## config.mk

```make
export PLATFORM = sky130hd
export DESIGN_NAME = calendar_day_number_converter
export DESIGN_NICKNAME = d
export VERILOG_FILES = /design/src/sv/cdn_pkg.sv /design/src/sv/cdn_datapath.sv /design/src/sv/calendar_day_number_converter.sv
export SDC_FILE = /design/constraint.sdc
export NUM_CORES = 1
export LEC_CHECK = 0
export ABC_AREA = 1
export BUFFER_PORTS_ARGS = -buffer_cell sky130_fd_sc_hd__buf_2
export CORE_ASPECT_RATIO = 0.7
export CORE_MARGIN = 2
export CORE_UTILIZATION = 35
export CTS_CLUSTER_DIAMETER = 40
export DETAILED_ROUTE_END_ITERATION = 7
export PLACE_DENSITY = 0.51
export SLEW_MARGIN = 30
export SYNTH_ARGS = -nofsm -noshare
export SYNTH_HDL_FRONTEND = slang
export SYNTH_SLANG_ARGS = --single-unit
export TNS_END_PERCENT = 20
```

## constraint.sdc

```tcl
create_clock -name clk -period 5.1 [get_ports clk]
set_clock_uncertainty 0.15 [all_clocks]
set_input_delay 0.51 -clock clk [delete_from_list [all_inputs] [get_ports clk]]
set_output_delay 0.51 -clock clk [all_outputs]
set_load 0.1 [all_outputs]
```

## src/sv/cdn_pkg.sv

```systemverilog
// Shared types, constants and calendar helpers for the day number converter.
// No dependencies; every other file in this folder imports it.

package cdn_pkg;

	localparam logic [11:0] EPOCH_YEAR    = 12'd2000;
	localparam logic [11:0] LAST_YEAR     = 12'd2099;
	localparam logic [15:0] DAY_LIMIT     = 16'd36525;
	localparam logic [15:0] CYCLE_DAYS    = 16'd1461;
	// floor(2^22 / 1461): quotient estimate is never high and at most one low
	localparam logic [27:0] CYCLE_RECIP   = 28'd2870;
	localparam int          RECIP_SHIFT   = 22;
	localparam logic [16:0] EPOCH_WEEKDAY = 17'd5;
	localparam logic [0:0]  FUNC_TO_NUM   = 1'b0;
	localparam logic [0:0]  FUNC_TO_DATE  = 1'b1;

	typedef struct packed {
		logic        func;
		logic [11:0] year;
		logic [3:0]  month;
		logic [4:0]  day;
		logic [15:0] day_number;
	} cmd_word_t;

	typedef struct packed {
		logic        valid_res;
		logic [15:0] day_count;
		logic [11:0] out_year;
		logic [3:0]  out_month;
		logic [4:0]  out_day;
		logic [2:0]  weekday;
	} rsp_word_t;

	// Working set carried down the pipeline; each stage fills in its part.
	typedef struct packed {
		logic        func;
		logic        ok;
		logic [6:0]  yo;
		logic        leap;
		logic [3:0]  mon;
		logic [4:0]  dom;
		logic [8:0]  doy;
		logic [15:0] num;
		logic [5:0]  q;
		logic [10:0] r;
		logic [2:0]  wd;
	} pipe_word_t;

	function automatic logic [4:0] month_len(input logic [3:0] m, input logic leap);
		logic [4:0] len;
		case (m)
			4'd1, 4'd3, 4'd5, 4'd7, 4'd8, 4'd10, 4'd12: len = 5'd31;
			4'd4, 4'd6, 4'd9, 4'd11:                    len = 5'd30;
			4'd2:                                       len = leap ? 5'd29 : 5'd28;
			default:                                    len = 5'd0;
		endcase
		return len;
	endfunction

	// Days in the year before the first of month m.
	function automatic logic [8:0] month_start(input logic [3:0] m, input logic leap);
		logic [8:0] s;
		case (m)
			4'd1:    s = 9'd0;
			4'd2:    s = 9'd31;
			4'd3:    s = 9'd59;
			4'd4:    s = 9'd90;
			4'd5:    s = 9'd120;
			4'd6:    s = 9'd151;
			4'd7:    s = 9'd181;
			4'd8:    s = 9'd212;
			4'd9:    s = 9'd243;
			4'd10:   s = 9'd273;
			4'd11:   s = 9'd304;
			4'd12:   s = 9'd334;
			default: s = 9'd0;
		endcase
		if (leap && (m > 4'd2) && (m <= 4'd12))
			s = s + 9'd1;
		return s;
	endfunction

	// Residue mod 7 by folding octal digits (8 = 1 mod 7).
	function automatic logic [2:0] mod7(input logic [16:0] x);
		logic [5:0] s;
		logic [3:0] t;
		s = 6'(x[2:0]) + 6'(x[5:3]) + 6'(x[8:6]) + 6'(x[11:9]) + 6'(x[14:12])
			+ 6'(x[16:15]);
		t = 4'(s[2:0]) + 4'(s[5:3]);
		if (t >= 4'd7)
			t = t - 4'd7;
		return t[2:0];
	endfunction

endpackage

```

## src/sv/cdn_datapath.sv

```systemverilog
// Four-stage conversion datapath: date to day number and day number to date.
// Depends on cdn_pkg; stage enables come from the handshake logic in the top level.

module cdn_datapath import cdn_pkg::*; (
	input  logic      clk,
	input  logic [3:0] en,
	input  cmd_word_t cmd,
	output rsp_word_t rsp
);

	pipe_word_t pipe_s1, pipe_s2, pipe_s3;
	rsp_word_t  rsp_s4;
	pipe_word_t nxt1, nxt2, nxt3;
	rsp_word_t  nxt4;

	logic [11:0] yoff;
	logic        yr_ok, leap0, date_ok;
	logic [4:0]  mlen;
	logic [27:0] prod;
	logic [15:0] rdiff;
	logic [3:0]  mon4;

	// Stage 1: range checks, day of year, cycle estimate
	always_comb begin
		yoff    = cmd.year - EPOCH_YEAR;
		yr_ok   = (cmd.year >= EPOCH_YEAR) && (cmd.year <= LAST_YEAR);
		leap0   = (yoff[1:0] == 2'b00);
		mlen    = month_len(cmd.month, leap0);
		date_ok = yr_ok && (mlen != 5'd0) && (cmd.day != 5'd0) && (cmd.day <= mlen);
		prod    = 28'(cmd.day_number) * CYCLE_RECIP;
		nxt1.func = cmd.func;
		nxt1.ok   = (cmd.func == FUNC_TO_DATE) ? (cmd.day_number < DAY_LIMIT) : date_ok;
		nxt1.yo   = yoff[6:0];
		nxt1.leap = leap0;
		nxt1.mon  = cmd.month;
		nxt1.dom  = cmd.day;
		nxt1.doy  = month_start(cmd.month, leap0) + 9'(cmd.day) - 9'd1;
		nxt1.num  = cmd.day_number;
		nxt1.q    = prod[RECIP_SHIFT +: 6];
		nxt1.r    = '0;
		nxt1.wd   = '0;
	end

	// Stage 2: whole day number of a date, or remainder within the four-year cycle
	always_comb begin
		nxt2  = pipe_s1;
		rdiff = pipe_s1.num - 16'(pipe_s1.q) * CYCLE_DAYS;
		if (pipe_s1.func == FUNC_TO_NUM) begin
			nxt2.num = 16'(pipe_s1.yo) * 16'd365
				+ 16'((8'(pipe_s1.yo) + 8'd3) >> 2)
				+ 16'(pipe_s1.doy);
		end else if (rdiff >= CYCLE_DAYS) begin
			nxt2.q = pipe_s1.q + 6'd1;
			nxt2.r = 11'(rdiff - CYCLE_DAYS);
		end else begin
			nxt2.r = rdiff[10:0];
		end
	end

	// Stage 3: year within the cycle, weekday
	always_comb begin
		nxt3    = pipe_s2;
		nxt3.wd = mod7(17'(pipe_s2.num) + EPOCH_WEEKDAY);
		if (pipe_s2.func == FUNC_TO_DATE) begin
			if (pipe_s2.r < 11'd366) begin
				nxt3.yo  = 7'({pipe_s2.q, 2'd0});
				nxt3.doy = pipe_s2.r[8:0];
			end else if (pipe_s2.r < 11'd731) begin
				nxt3.yo  = 7'({pipe_s2.q, 2'd1});
				nxt3.doy = 9'(pipe_s2.r - 11'd366);
			end else if (pipe_s2.r < 11'd1096) begin
				nxt3.yo  = 7'({pipe_s2.q, 2'd2});
				nxt3.doy = 9'(pipe_s2.r - 11'd731);
			end else begin
				nxt3.yo  = 7'({pipe_s2.q, 2'd3});
				nxt3.doy = 9'(pipe_s2.r - 11'd1096);
			end
			nxt3.leap = (pipe_s2.r < 11'd366);
		end
	end

	// Stage 4: month search and result formatting
	always_comb begin
		mon4 = 4'd1;
		for (int k = 2; k <= 12; k++) begin
			if (pipe_s3.doy >= month_start(4'(k), pipe_s3.leap))
				mon4 = 4'(k);
		end
		nxt4 = '0;
		if (pipe_s3.ok) begin
			nxt4.valid_res = 1'b1;
			nxt4.day_count = pipe_s3.num;
			nxt4.out_year  = EPOCH_YEAR + 12'(pipe_s3.yo);
			nxt4.weekday   = pipe_s3.wd;
			if (pipe_s3.func == FUNC_TO_DATE) begin
				nxt4.out_month = mon4;
				nxt4.out_day   = 5'(pipe_s3.doy - month_start(mon4, pipe_s3.leap) + 9'd1);
			end else begin
				nxt4.out_month = pipe_s3.mon;
				nxt4.out_day   = pipe_s3.dom;
			end
		end
	end

	always_ff @(posedge clk) begin
		if (en[0]) pipe_s1 <= nxt1;
		if (en[1]) pipe_s2 <= nxt2;
		if (en[2]) pipe_s3 <= nxt3;
		if (en[3]) rsp_s4  <= nxt4;
	end

	assign rsp = rsp_s4;

endmodule

```

## src/sv/calendar_day_number_converter.sv

```systemverilog
// Top level of the calendar day number converter: handshake and valid pipeline.
// Depends on cdn_pkg and cdn_datapath.
//
// Usage:
//   The cmd channel takes one word per accepted handshake (cmd_valid high,
//   cmd_stall low). func selects the direction: date to day number, or day
//   number to date, over 2000-01-01 (day 0) to 2099-12-31.
//   The rsp channel returns exactly one word per command, in order. A date that
//   does not exist or a day number past the range gives valid_res low and all
//   other fields zero; otherwise every field is filled, weekday Monday = 0.
// Timing:
//   A word passes through four register stages (range check, day arithmetic,
//   year split and weekday, month search) from the accepting edge to rsp_valid.
//   Throughput is one word per cycle while the receiver keeps rsp_stall low.
// Stall:
//   Each stage holds its word when the stage ahead is full and stalled; empty
//   stages still advance, so bubbles are squeezed out. cmd_stall rises only when
//   all four stages hold a word and the output word is being stalled.
// Reset:
//   arst_n clears every valid bit at once; the datapath registers carry no reset.

module calendar_day_number_converter import cdn_pkg::*; (
	input  logic      clk,
	input  logic      arst_n,
	input  logic      cmd_valid,
	output logic      cmd_stall,
	input  cmd_word_t cmd,
	output logic      rsp_valid,
	input  logic      rsp_stall,
	output rsp_word_t rsp
);

	logic       vld_s1, vld_s2, vld_s3, vld_s4;
	logic [3:0] en;

	// Advance a stage when it is empty or the stage ahead will take its word
	assign en[3] = !vld_s4 || !rsp_stall;
	assign en[2] = !vld_s3 || en[3];
	assign en[1] = !vld_s2 || en[2];
	assign en[0] = !vld_s1 || en[1];

	assign cmd_stall = !en[0];
	assign rsp_valid = vld_s4;

	always_ff @(posedge clk or negedge arst_n) begin
		if (!arst_n) begin
			vld_s1 <= 1'b0;
			vld_s2 <= 1'b0;
			vld_s3 <= 1'b0;
			vld_s4 <= 1'b0;
		end else begin
			if (en[0]) vld_s1 <= cmd_valid;
			if (en[1]) vld_s2 <= vld_s1;
			if (en[2]) vld_s3 <= vld_s2;
			if (en[3]) vld_s4 <= vld_s3;
		end
	end

	cdn_datapath u_datapath (
		.clk (clk),
		.en  (en),
		.cmd (cmd),
		.rsp (rsp)
	);

	// Back-pressure reaches the input only with the pipeline full
	a_stall_full: assert property (@(posedge clk) disable iff (!arst_n)
		cmd_stall |-> (vld_s1 && vld_s2 && vld_s3 && vld_s4 && rsp_stall))
		else $error("cmd_stall raised with a free stage");

	// A rejected conversion carries an all-zero word
	a_invalid_zero: assert property (@(posedge clk) disable iff (!arst_n)
		(rsp_valid && !rsp.valid_res) |->
			(rsp.day_count == 16'd0 && rsp.out_year == 12'd0 && rsp.out_month == 4'd0
			 && rsp.out_day == 5'd0 && rsp.weekday == 3'd0))
		else $error("invalid result with non-zero fields");

	// An accepted conversion stays inside the calendar range
	a_valid_range: assert property (@(posedge clk) disable iff (!arst_n)
		(rsp_valid && rsp.valid_res) |->
			(rsp.day_count < DAY_LIMIT && rsp.out_year >= EPOCH_YEAR
			 && rsp.out_year <= LAST_YEAR && rsp.out_month >= 4'd1
			 && rsp.out_month <= 4'd12 && rsp.out_day != 5'd0 && rsp.weekday <= 3'd6))
		else $error("valid result outside calendar range");

	// Stage three keeps its valid bit while it cannot advance
	a_hold: assert property (@(posedge clk) disable iff (!arst_n)
		(vld_s3 && !en[2]) |=> vld_s3)
		else $error("stage three dropped a held word");

endmodule

```

==> impl_metrics.yaml <==
clock_network:
  clock_path_buffers: 2
  path_clk_slew_ns: 0.08
  cts_tree: "done"
  clockRootBuffer: "clkbuf_16"
  clock-sinks: 200
  numCtsBuffers: 17
  insertion_delay_ns: 0.45
  htreeDepth: 4
global_route:
  grt_max_degree: 62
  grt_pass1_wl_um: 65800
  grt.total_usage_pct: 15.9
  grt-ovfl-total: 0
  antenna_found_initial: 1
  grt_pass1_vias: 12194
die:
  start_util_pct: 35.3
  die_width_um: 274
  die_h_um: 193
  io_pins: 85
  core-area_mm2: 0.0506
  num_rows: 69
  die_area_mm2: 0.0529
layout:
  drive_above_1_share_pct: 14.0
  antenna_cells: 0
  layout_common_cells: "inv_1 (409), nand2_1 (304), ha_1 (234), edfxtp_1 (196), fa_1 (124)"
  post-route-util_pct: 40.7
  nets: 2491
  layoutNonFillerInstCount: 2754
  final_common_cell: "inv_1"
  fillCellCount: 4963
  area_growth_pct: 15.4
timing:
  rsz0062_at_grt: "true"
  final_hold_viol_count: 0
  period_share_pct: 101
  setup_viol: 1
  fin_ws_ns: -0.0636
  max-slew-margin-rel_pct: 46.4
  hold-worst-slack_ns: 0.0937
  fmax_mhz: 194
  min_period_ns: 5.16
  worst_pin_slew_ns: 0.804
  finalMaxSlewViolations: 0
logic_synthesis:
  synth_top_cell_by_area: "edfxtp_1"
  synthCells: 1904
  synthTopCellsByArea: "edfxtp_1 (33%), ha_1 (18%), fa_1 (14%)"
  yosysUniqueCellTypes: 59
  synth.top_cell.area_share_pct: 32.9
  ys_seq_elements: 200
  syn-mean-instance-area_um2: 9.38
  synth-edff-count: 196
  synth-main-ff-cell: "edfxtp_1"
  yosys_warnings: 0
  syn_area_mm2: 0.0179
  synthArstFlopShare_pct: 2.00
  yosysSeqAreaShare_pct: 33.5
  syn_nets: 2328
place:
  finalWeightedCongestion: 0.895
  port_buffers: 84
  dp_hpwl_um: 33900
  dp.cells: 2707
detailed_routing:
  drt-vias-per-instance: 4.63
  dr.first_iter.drc_count: 886
  drc: 0
  wl_per_cell_um: 14.8
  firstDrtPassIters: 7
  drtAntennaViolNets: 0
  wirelength_um: 40900
  dr_total_vias: 12762
run_status:
  status: "finished with violations"
  violations: "setup timing"
hold_path:
  worstHoldStart: "cmd_valid"
  hold-path-endpoint: "vld_s1"
  min_delay_path_depth: 2
  hp-class: "in2reg"
worst_setup_path:
  critPathKind: "reg2reg"
  reg2reg_to: "u_datapath.pipe_s3[1]"
  cp-start-kind: "flip-flop"
  crit_path_end_kind: "flip-flop"
  crit_required_ns: 5.16
  worstSetupStartpoint: "u_datapath.nxt3[21]"
  reg2regPathDepth: 21
  crit_arrival_ns: 5.22
  ff2ff_setup_slack_ns: -0.06
  r2r-start: "u_datapath.nxt3[21]"
  cp_max_fo: 3
flow_run:
  cap_violations: 0
-- cell type report --
class                           count  area, um2  area share [%]
Multi-Input combinational cell   1263      10600            51.3
Sequential cell                   200       5990            29.1
Inverter                          423       1600            7.77
Timing Repair Buffer              162       1020            4.95
Tap cell                          674        843            4.09
Clock buffer                       18        429            2.08
Clock inverter                     14        150           0.728
-- cells by family after synthesis --
group                      Yosys count  share of synthesized area, %
and+or+nand+nor                    562                          13.3
buffers and inverters              441                          9.40
adders and majority gates          382                          32.0
AOI/OAI and AO/OA                  243                          7.89
DFF                                200                          33.5
xor gates and xnor gates            75                          3.80
muxes                                1                        0.0630
-- synth_stat cells (4+ instances only) --
master,count
inv_1,418
ha_1,256
edfxtp_1,196
o31ai_1,6
o21ai_0,74
o211ai_1,10
fa_1,126
o221ai_1,4
nor4_1,4
o2111ai_1,4
xor2_1,45
nand3_1,75
clkbuf_1,13
nor2_1,118
nand4_1,15
a21oi_1,100
a31oi_1,7
or2_2,9
nor3_1,16
dfrtp_1,4
a21oi_2,4
o21ai_1,7
a21o_1,6
nand2_1,307
xnor2_1,27
-- registers in the layout, indices dropped and copies added, names as in the netlist --
signal / cells
u_datapath.pipe_s3: 47
u_datapath.rsp: 39
vld_s3: 1
rsp_valid: 1
vld_s1: 1
u_datapath.pipe_s1: 22
vld_s2: 1
u_datapath.nxt3: 43
u_datapath.pipe_s2: 17
u_datapath.nxt2: 28
-- layer usage --
| layer | wire length [um] | track usage [%] | vias to the layer above |
|---|---|---|---|
| met4 | 303 | 2.34 | 0 |
| met2 | 16400 | 22.5 | 216 |
| met5 | 0 | 0 | - |
| met3 | 1630 | 2.51 | 16 |
| met1 | 22500 | 25.4 | 6028 |
| li1 | - | - | 6502 |
-- metrics by stage --
stage	area, um2	setup WS (ns)	setup TNS, ns
2_1_floorplan	17900	-0.0215	-1.07
3_3_place_gp	19600	-0.107	-0.143
3_5_place_dp	19600	-0.188	-0.458
4_1_cts	20200	0.00416	0
5_1_grt	20600	-0.195	-0.911
6_report	20600	-0.0636	-0.0636
-- timing repair --
| item | in CTS | in global routing |
|---|---|---|
| gates resized for setup | 6 | 65 |
| setup buffers | 4 | 10 |
| endpoints found under the hold margin | 4 | 0 |
| hold buffers | 1 | 0 |
| pin swaps | 5 | 21 |
| endpoints found under the setup margin | 3 | 27 |
-- worst max-delay path by stage --
stage	to	slack, ns	cells past startpoint
after floorplan	u_datapath.nxt2[36]	-0.02	7
after global placement	u_datapath.pipe_s3[1]	-0.11	18
after detailed placement	u_datapath.pipe_s3[1]	-0.19	16
after CTS	u_datapath.pipe_s3[1]	0.004	20
after global routing	u_datapath.pipe_s3[1]	-0.20	21
final	u_datapath.pipe_s3[1]	-0.06	21
-- critical path, cell delays in order, from the launching register on --
cell and delay [ns]:
edfxtp_1 0.42, nand2_1 0.09, nand2_1 0.07, xnor2_1 0.14
inv_1 0.06, ha_2 0.18, fa_2 0.52, inv_1 0.05
fa_1 0.51, fa_1 0.59, inv_1 0.06, ha_1 0.29
nand3_1 0.08, nand2_1 0.09, xnor2_1 0.16, inv_1 0.09
ha_4 0.17, fa_1 0.52, ha_1 0.16, inv_2 0.04
o21ai_2 0.13, mux2_2 0.34
Power is not shown: default switching activity piles up to over one toggle a cycle in this logic, so the estimate is an artifact.
